## config.mk

```make
export PLATFORM = sky130hd
export DESIGN_NAME = sps_merge
export DESIGN_NICKNAME = d
export VERILOG_FILES = /design/src/sv/skyline_pivot_select_defines.svh /design/src/sv/sps_pkg.sv /design/src/sv/sps_merge.sv
export SDC_FILE = /design/constraint.sdc
export NUM_CORES = 1
export LEC_CHECK = 0
export ABC_AREA = 1
export BUFFER_PORTS_ARGS = -buffer_cell sky130_fd_sc_hd__buf_2
export CORE_MARGIN = 2
export CORE_UTILIZATION = 33
export DETAILED_ROUTE_END_ITERATION = 8
export MAX_ROUTING_LAYER = met4
export SYNTH_ARGS = -nofsm -noshare
export SYNTH_HDL_FRONTEND = slang
export SYNTH_SLANG_ARGS = --single-unit
```

## constraint.sdc

```tcl
create_clock -name vclk -period 19.95
set_input_delay 0.9975 -clock vclk [all_inputs]
set_output_delay 0.9975 -clock vclk [all_outputs]
set_load 0.01 [all_outputs]
```

## src/sv/skyline_pivot_select_defines.svh

```systemverilog
// ----------------------------------------------------------------------------
// skyline_pivot_select_defines
// Assertion macros for the skyline pivot selection RTL.
// ----------------------------------------------------------------------------
`ifndef SKYLINE_PIVOT_SELECT_DEFINES_SVH
`define SKYLINE_PIVOT_SELECT_DEFINES_SVH

// same-cycle implication, clocked on clk_i, off during reset
`define SPS_ASSERT_NOW(lbl, ante, cons, msg) \
  lbl: assert property (@(posedge clk_i) disable iff (!rst_ni) (ante) |-> (cons)) \
    else $error(msg);

// next-cycle implication
`define SPS_ASSERT_NEXT(lbl, ante, cons, msg) \
  lbl: assert property (@(posedge clk_i) disable iff (!rst_ni) (ante) |=> (cons)) \
    else $error(msg);

`endif

```

## src/sv/sps_pkg.sv

```systemverilog
// ----------------------------------------------------------------------------
// sps_pkg
// Types and constants for the skyline pivot selection block.
// ----------------------------------------------------------------------------
package sps_pkg;

  localparam int MAX_POINTS = 64;
  localparam int NUM_ATTRS  = 8;
  localparam int VALUE_BITS = 32;
  localparam int SLOT_W     = $clog2(MAX_POINTS);
  localparam int CNT_W      = SLOT_W + 1;
  localparam int ID_W       = 16;

  typedef logic signed [VALUE_BITS-1:0] value_t;
  typedef logic [SLOT_W-1:0] slot_t;

  typedef struct packed {
    logic [ID_W-1:0] point_id;
    logic signed [31:0] attr_0;
    logic signed [31:0] attr_1;
    logic signed [31:0] attr_2;
    logic signed [31:0] attr_3;
    logic signed [31:0] attr_4;
    logic signed [31:0] attr_5;
    logic signed [31:0] attr_6;
    logic signed [31:0] attr_7;
    logic last_point;
  } in_item_t;

  typedef struct packed {
    logic [ID_W-1:0] survivor_id;
    logic is_pivot;
    logic [31:0] pivot_range;
    logic overflow;
    logic last_result;
  } out_item_t;

  typedef struct packed {
    logic  we;
    logic  re;
    slot_t addr;
    logic  head_ld_rd;
    logic  head_ld_cand;
    logic  cand_ld;
  } lane_ctrl_t;

  typedef struct packed {
    logic lt;   // head smaller than read value
    logic gt;   // head larger than read value
    logic cov;  // candidate not smaller than read value
  } lane_flag_t;

  typedef struct packed {
    logic   head_better;
    logic   cand_better;
    logic   covered;
    value_t mn;
    value_t mx;
  } merge_res_t;

endpackage

```

## src/sv/sps_merge.sv

```systemverilog
// ----------------------------------------------------------------------------
// sps_merge
// Combines the lane results: dominance flags, cover test, min and max of
// the enabled attributes.
// ----------------------------------------------------------------------------
module sps_merge (
  input  sps_pkg::value_t     rd_i   [sps_pkg::NUM_ATTRS],
  input  logic [sps_pkg::NUM_ATTRS-1:0] mask_i,
  input  sps_pkg::lane_flag_t flag_i [sps_pkg::NUM_ATTRS],
  output sps_pkg::merge_res_t res_o
);
  import sps_pkg::*;

  always_comb begin
    logic any;
    any = 1'b0;
    res_o.head_better = 1'b0;
    res_o.cand_better = 1'b0;
    res_o.covered     = 1'b1;
    res_o.mn          = '0;
    res_o.mx          = '0;
    for (int a = 0; a < NUM_ATTRS; a++) begin
      res_o.head_better = res_o.head_better | flag_i[a].lt;
      res_o.cand_better = res_o.cand_better | flag_i[a].gt;
      res_o.covered     = res_o.covered & flag_i[a].cov;
      if (mask_i[a]) begin
        if (!any) begin
          res_o.mn = rd_i[a];
          res_o.mx = rd_i[a];
          any      = 1'b1;
        end else if (rd_i[a] > res_o.mx) begin
          res_o.mx = rd_i[a];
        end else if (rd_i[a] < res_o.mn) begin
          res_o.mn = rd_i[a];
        end
      end
    end
  end

endmodule

```

**After elaboration in Yosys (flattened, before gate mapping)**

Cells that the tools add are included.

- Register bits: 0
- Latch bits: 0
- Bits in writable memories: 0
- ROM bits: 0
- Input port bits: 288
- Output and inout bits: 67
- Logic and storage cells: 78
- Memories kept: 0

- Add/sub/neg operators: 0
- $mul: 0
- Div/mod/pow operators: 0
- Magnitude comparators: 14
- Equality and inequality tests: 0
- Shift-type cells: 0
- Muxes and demuxes: 43
- Bitwise logic cells: 21
- Reductions and logical operators: 0

Operator list:

| cell | number |
|---|---|
| 2-to-1 mux 64 bit | 15 |
| 2-to-1 mux 32 bit | 21 |
| greater-than comparator 32 bit | 7 |
| less-than comparator 32 bit | 7 |
| bitwise OR 1 bit | 14 |
| bitwise AND 1 bit | 7 |
| 2-to-1 mux 1 bit | 7 |

**Longest topological paths before layout**

Gate-level depths: netlist of run 1.

- Word-level depth: 36
- Mapped depth: 138
- Mapped depth without buffers: 130

**Worst setup path after synthesis of run 1**

OpenSTA, ideal clock, no wires.

- Path type: input -> output
- Start: input port mask_i[0] (netlist name)
- End: output port res_o[35] (netlist name)
- Arrival time: 14,835 ps
- Data required time: 18,952 ps
- Slack: 4,117 ps
- Stages: 111
- Buffers on the path: 11
- Path through: buf_2 -> clkbuf_1 -> buf_1 -> nand2_1 -> ha_1 -> a21oi_1 -> o21a_1 -> nand2_1 -> a21oi_2 -> nand2_1 -> nand2_2 -> nand3_1 -> nand2_2 -> clkinv_1 -> clkbuf_1 -> o22ai_1 -> inv_1 -> ha_1 -> [... 75 more ...] -> nand2_1 -> buf_2 -> clkbuf_1 -> nand2_1 -> o21ai_0 -> ha_1 -> a21oi_1 -> nor2_1 -> a211oi_1 -> o221ai_1 -> a2111oi_0 -> nand3_1 -> nand3_2 -> nand2_4 -> nand2_4 -> buf_6 -> nand2_1 -> nand2_1

RTL lines:

| element | line | text |
|---|---|---|
| from (decl) | sps_merge.sv:8 | `input logic [sps_pkg::NUM_ATTRS-1:0] mask_i,` |
| to (decl) | sps_merge.sv:10 | `output sps_pkg::merge_res_t res_o` |

==> results of run 1 <==
[path summary, 6_finish.rpt]
| check | cells after the start | from | to |
|---|---|---|---|
| worst max-delay path | 94 | mask_i[0] | res_o[9] |
| worst min-delay path | 4 | flag_i[13] | res_o[65] |
[layout make-up]
cell class	instances	area [um2]	area share, %
Multi-Input combinational cell	2199	13500	79.0
Antenna cell	19	47.5	0.278
Timing Repair inverter	1	7.51	0.0439
Tap cell	592	741	4.33
Timing Repair Buffer	384	2010	11.8
Inverter	204	773	4.52
[per-layer routing]
layer | part of all wire (%) | vias to the layer above | track usage (%) | wire [um]
met1 | 48 | 8096 | 32.4 | 27400
met2 | 44 | 632 | 38.8 | 25300
met4 | 3.0 | 0 | 6.94 | 1720
met3 | 4.8 | 90 | 1.79 | 2770
li1 | - | 9367 | - | -
met5 | 0 | - | - | 0
[critical path, delay by kind of cell]
kind	cells	cell delay, ps
AOI/OAI and AO/OA	27	6220
adders and majority gates	7	2340
buffers and inverters	9	1900
and+or+nand+nor	50	5590
xor gates and xnor gates	1	110
[stage by stage]
step	util (%)	hold slack, ps	TNS (ps)	std cells	total power, mW
floorplan	-	2100	0	2500	1.35
CTS	38.5	2260	0	3377	1.98
global route	38.9	2280	0	3397	2.27
detailed placement	38.5	2260	-2740	3377	1.97
global placement	38.5	2260	0	3377	1.92
finish	38.9	2260	0	3399	2.00
[synthesized netlist by cell type, drive strengths merged, types with 3 or more instances]
master / n / share of area [%]
a2111oi: 9 / 0.54
a211oi: 32 / 1.6
a21o: 7 / 0.36
a21oi: 146 / 5.1
a31oi: 9 / 0.39
buf: 23 / 0.89
clkbuf: 74 / 1.9
clkinv: 3 / 0.077
ha: 400 / 34
inv: 201 / 5.2
nand2: 847 / 22
nand3: 125 / 4.5
nand4: 44 / 1.9
nor2: 88 / 2.3
nor3: 20 / 0.69
nor4: 13 / 0.56
o211ai: 3 / 0.15
o21a: 6 / 0.31
o21ai: 359 / 12
o21bai: 3 / 0.15
o221a: 8 / 0.62
o221ai: 11 / 0.66
o22ai: 56 / 2.4
[power groups by stage]
stage / combinational [mW] / clock [mW] / sequential (mW)
2_1_floorplan: 1.35 / 0 / 0
4_1_cts: 1.98 / 0 / 0
3_5_place_dp: 1.97 / 0 / 0
5_1_grt: 2.27 / 0.000000114 / 0
3_3_place_gp: 1.92 / 0 / 0
6_report: 2.00 / 0.000000128 / 0
[logic make-up (layout without fill, tap and decap cells)]
logic type / count (synthesis) / after routing / share of synthesized area [%]
compound gates: 653 / 653 / 24.8
xor+xnor: 1 / 1 / 0.0600
fa+ha+maj: 400 / 400 / 34.3
buf+inv: 301 / 589 / 8.04
other cells: 0 / 19 / 0
simple gates: 1145 / 1145 / 32.8
[repair_timing]
| action | 4_1_cts | 5_1_grt |
|---|---|---|
| setup buffers | 0 | 2 |
| endpoints found under the setup margin | 31 | 64 |
| gates cloned | 0 | 1 |
| hold endpoints to repair | 0 | 0 |
| resized for setup | 2 | 45 |
==> metrics.csv, run 1 <==
stage,metric,value,unit
power_and_ir_drop,sw_frac_of_total,63.7,%
routing,dr_total_vias,18200,
timing,rsz0062_at_grt,no,
global_route,grt_max_degree,65,
logic_synthesis,yosys_warnings,0,
final_layout,seq_cell_count,0,
placement,hpwl,51.4,mm
logic_synthesis,synth_cell_type_count,43,
floorplan,coreArea,43900,um2
min_path,hold_path_class,in -> out,
final_layout,area_delta_synth_final,17.2,%
routing,drt_iter0_drc,1253,
logic_synthesis,syn_nets,3188,
clock_network,ctsHoldBuffers,0,
critical_path,cp_common_cell,nand2_1,
job,maxCapViolations,0,
timing,fin_ws,1680,ps
placement,place_area,16900,um2
final_layout,fillCellCount,4888,
timing,fin_crit,18270,ps
timing,maxSlewHeadroom,55.6,%
floorplan,ios,355,
routing,drc,0,
floorplan,die_area,45900,um2
critical_path,arrival,17270,ps
critical_path,critPathMaxFanout,64,
floorplan,die_w,214,um
final_layout,layout.area.seq,0,um2
power_and_ir_drop,peakVddDrop,0.135,mV
global_route,grt_pass1_wl,89.6,mm
logic_synthesis,ys_seq_area_share,0,%
routing,drt-vias-per-instance,5.35,
timing,finalHoldViolations,0,
timing,period_share,91.6,%
placement,place_ws,-197,ps
power_and_ir_drop,leakage,9.35,nW
power_and_ir_drop,comb_power_share,100.0,%
critical_path,cp.required,18950,ps
power_and_ir_drop,p_switching,1.27,mW
floorplan,rows,77,
timing,max_freq,54.7,MHz
timing,drv_slew,0,
routing,ant_nets,0,
final_layout,mostFrequentLayoutCell,nand2_1,
floorplan,initial_utilization,33.2,%
critical_path,worst_setup_path_start_kind,input pin,
timing,worst_pin_slew,659,ps
routing,wl_per_cell,16.8,um
global_route,antenna_found_initial,17,
global_route,grt_overflow,0,
critical_path,cp_slowest_cell,ha_1,
final_layout,stdcell_area,17100,um2
global_route,grt_pass1_vias,17200,
critical_path,max_stage_delay,420,ps
logic_synthesis,syn_inst,2500,
timing,setup_viol,0,
critical_path,critical_path_class,in -> out,
power_and_ir_drop,seq_power_share,0,%
power_and_ir_drop,internal_power,0.724,mW
routing,routed_wl,57.2,mm
floorplan,die_h,214,um
routing,drtPass1Iterations,5,
placement,portBuffers,355,
final_layout,clockBufferCount,0,
power_and_ir_drop,power.density,117,nW/um2
outcome,status,finished clean,
logic_synthesis,syn_area,14600,um2
final_layout,drive_gt1_share,15.7,%
final_layout,final_cell_mix,"nand2_1 (825), ha_1 (400), buf_2 (354), o21ai_0 (334), inv_1 (198)",
critical_path,end_kind,output pin,
global_route,grt_usage,24.1,%
final_layout,nets,3478,
placement,finalWeightedCongestion,0.992,
power_and_ir_drop,power_frac_clock,0,%
logic_synthesis,synth_area_per_cell,5.84,um2
Note: power is estimated with default switching activity, not from simulation.
==> inputs of run 2 (changes only) <==
--- a/config.mk
+++ b/config.mk
@@ -5,8 +5,9 @@
 export SDC_FILE = /design/constraint.sdc
 export NUM_CORES = 1
 export LEC_CHECK = 0
-export ABC_AREA = 1
+export ABC_AREA = 0
 export BUFFER_PORTS_ARGS = -buffer_cell sky130_fd_sc_hd__buf_2
+export CORE_ASPECT_RATIO = 1.5
 export CORE_MARGIN = 2
 export CORE_UTILIZATION = 33
 export DETAILED_ROUTE_END_ITERATION = 8
==> metrics.csv, run 2 <==
stage,metric,value,unit
logic_synthesis,synth_area_per_cell,6.77,um2
final_layout,clockBufferCount,0,
routing,top_layer,met4,
timing,finalHoldViolations,0,
critical_path,cp.required,18950,ps
final_layout,final_cell_mix,"buf_4 (731), ha_1 (357), buf_2 (352), inv_1 (262), a21oi_1 (207)",
logic_synthesis,synth_top_area_share,31.3,%
critical_path,arrival,20520,ps
routing,route.met3.wl,1.88,mm
logic_synthesis,synth_cell_type_count,79,
timing,drv_slew,0,
placement,hpwl,62.2,mm
logic_synthesis,synth.area.top_cells,"ha_1 (31%), mux2i_1 (10%), a21oi_1 (8.5%)",
logic_synthesis,syn_inst,2358,
floorplan,coreArea,47700,um2
logic_synthesis,ys_top_cells_by_count,"ha_1 (400), a21oi_1 (271), inv_1 (268)",
final_layout,seq_cell_count,0,
critical_path,path_delay_family,compound AO/OA/AOI/OAI gates,
routing,ant_nets,0,
logic_synthesis,syn_nets,3046,
clock_network,ctsHoldBuffers,0,
outcome,status,"finished, violations left",
floorplan,rows,98,
placement,portBuffers,355,
timing,max_freq,46.5,MHz
global_route,grt_max_degree,31,
global_route,grt_pass1_vias,21800,
critical_path,cp_slowest_cell,o221ai_4,
power_and_ir_drop,peakVddDrop,0.102,mV
final_layout,nets,4122,
logic_synthesis,synth_area_leader_cell,ha_1,
final_layout,drive_gt1_share,43.0,%
placement,place_ws,-3590,ps
critical_path,max_stage_delay,440,ps
critical_path,worst_setup_path_start_kind,input pin,
timing,setup_viol,64,
timing,maxSlewHeadroom,50.8,%
timing,fin_ws,-1570,ps
final_layout,mostFrequentLayoutCell,buf_4,
critical_path,critPathMaxFanout,11,
power_and_ir_drop,power,3.19,mW
final_layout,stdcell_area,27000,um2
floorplan,die_area,50200,um2
floorplan,ios,355,
job,maxCapViolations,0,
power_and_ir_drop,leakage,14.2,nW
routing,drtPass1Iterations,5,
logic_synthesis,syn_area,16000,um2
final_layout,layout.area.seq,0,um2
routing,wl_per_cell,18.4,um
floorplan,initial_utilization,33.5,%
routing,drc,0,
critical_path,cp_common_cell,a21oi_2,
routing,drt_iter0_drc,917,
routing,wl_met1,27.6,mm
critical_path,end_kind,output pin,
placement,finalWeightedCongestion,1.01,
logic_synthesis,ys_seq_area_share,0,%
timing,period_share,108,%
outcome,violations,negative setup slack,
global_route,antenna_found_initial,16,
global_route,grt_usage,28.1,%
final_layout,fin_util,56.6,%
final_layout,area_delta_synth_final,69.1,%
global_route,grt_pass1_wl,111,mm
floorplan,die_w,184,um
timing,worst_pin_slew,735,ps
min_path,hold_path_class,in -> out,
power_and_ir_drop,power.density,118,nW/um2
routing,routed_wl,74.5,mm
timing,rsz0062_at_grt,yes,
routing,route.met2.wl,40.3,mm
timing,fin_crit,21520,ps
global_route,grt_overflow,0,
critical_path,crit_buf_inv,28,
routing,drt-vias-per-instance,5.29,
logic_synthesis,synth_most_common_cell,ha_1,
critical_path,critical_path_class,in -> out,
floorplan,die_h,273,um
routing,dr_total_vias,21400,
placement,place_area,24000,um2
timing,holdWs,2260,ps
logic_synthesis,yosys_warnings,0,
==> run 2: path summary, 6_finish.rpt <==
kind       from         to  slack, ps  cells past startpoint
max   mask_i[0]  res_o[58]      -1570                    128
min   flag_i[2]  res_o[66]       2260                      4
==> run 2: kinds of logic after synthesis <==
group                      after synthesis  synth area share, %
AOI/OAI and AO/OA                      731                 27.4
xor gates and xnor gates                 9                0.494
adders and majority gates              400                 31.3
buffers and inverters                  362                 8.96
muxes                                  177                 11.2
and+or+nand+nor                        679                 20.6
==> run 2: what timing repair did <==
item                                    in CTS  in global routing
endpoints found under the setup margin      64                 64
gates resized for setup                    224                187
setup buffers                               45                 43
pin swaps                                   78                 81
gates cloned                                11                 12
==> run 2: layout make-up <==
class              count  area, um2
fillers             4541      20700
multi-input cells   1999      16500
repair buffers      1165       8740
inverters            268       1010
well taps            600        751
diodes                18       45.0
==> run 2: metrics by stage <==
step / std cells / TNS, ps
2_1_floorplan: 2358 / 0
3_3_place_gp: 3923 / -157170
3_5_place_dp: 3923 / -172830
4_1_cts: 3979 / -56840
5_1_grt: 4048 / -137300
6_report: 4050 / -72660
==> run 2: per-layer routing <==
| metal | vias to the layer above | global-route usage (%) |
|---|---|---|
| li1 | 10800 | - |
| met1 | 9916 | 28.2 |
| met2 | 552 | 54.4 |
| met3 | 205 | 1.04 |
| met4 | 0 | 14.9 |
| met5 | - | - |
==> run 2: power breakdown <==
part           internal, mW  switching, mW
clock           0.000000121              0
combinational          1.69           1.50
sequential                0              0
total                  1.69           1.50
==> run 2: worst min-delay path, stage by stage <==
cell and delay (ps):
buf_2 80, nor4_1 30, nand2_1 40, buf_2 120
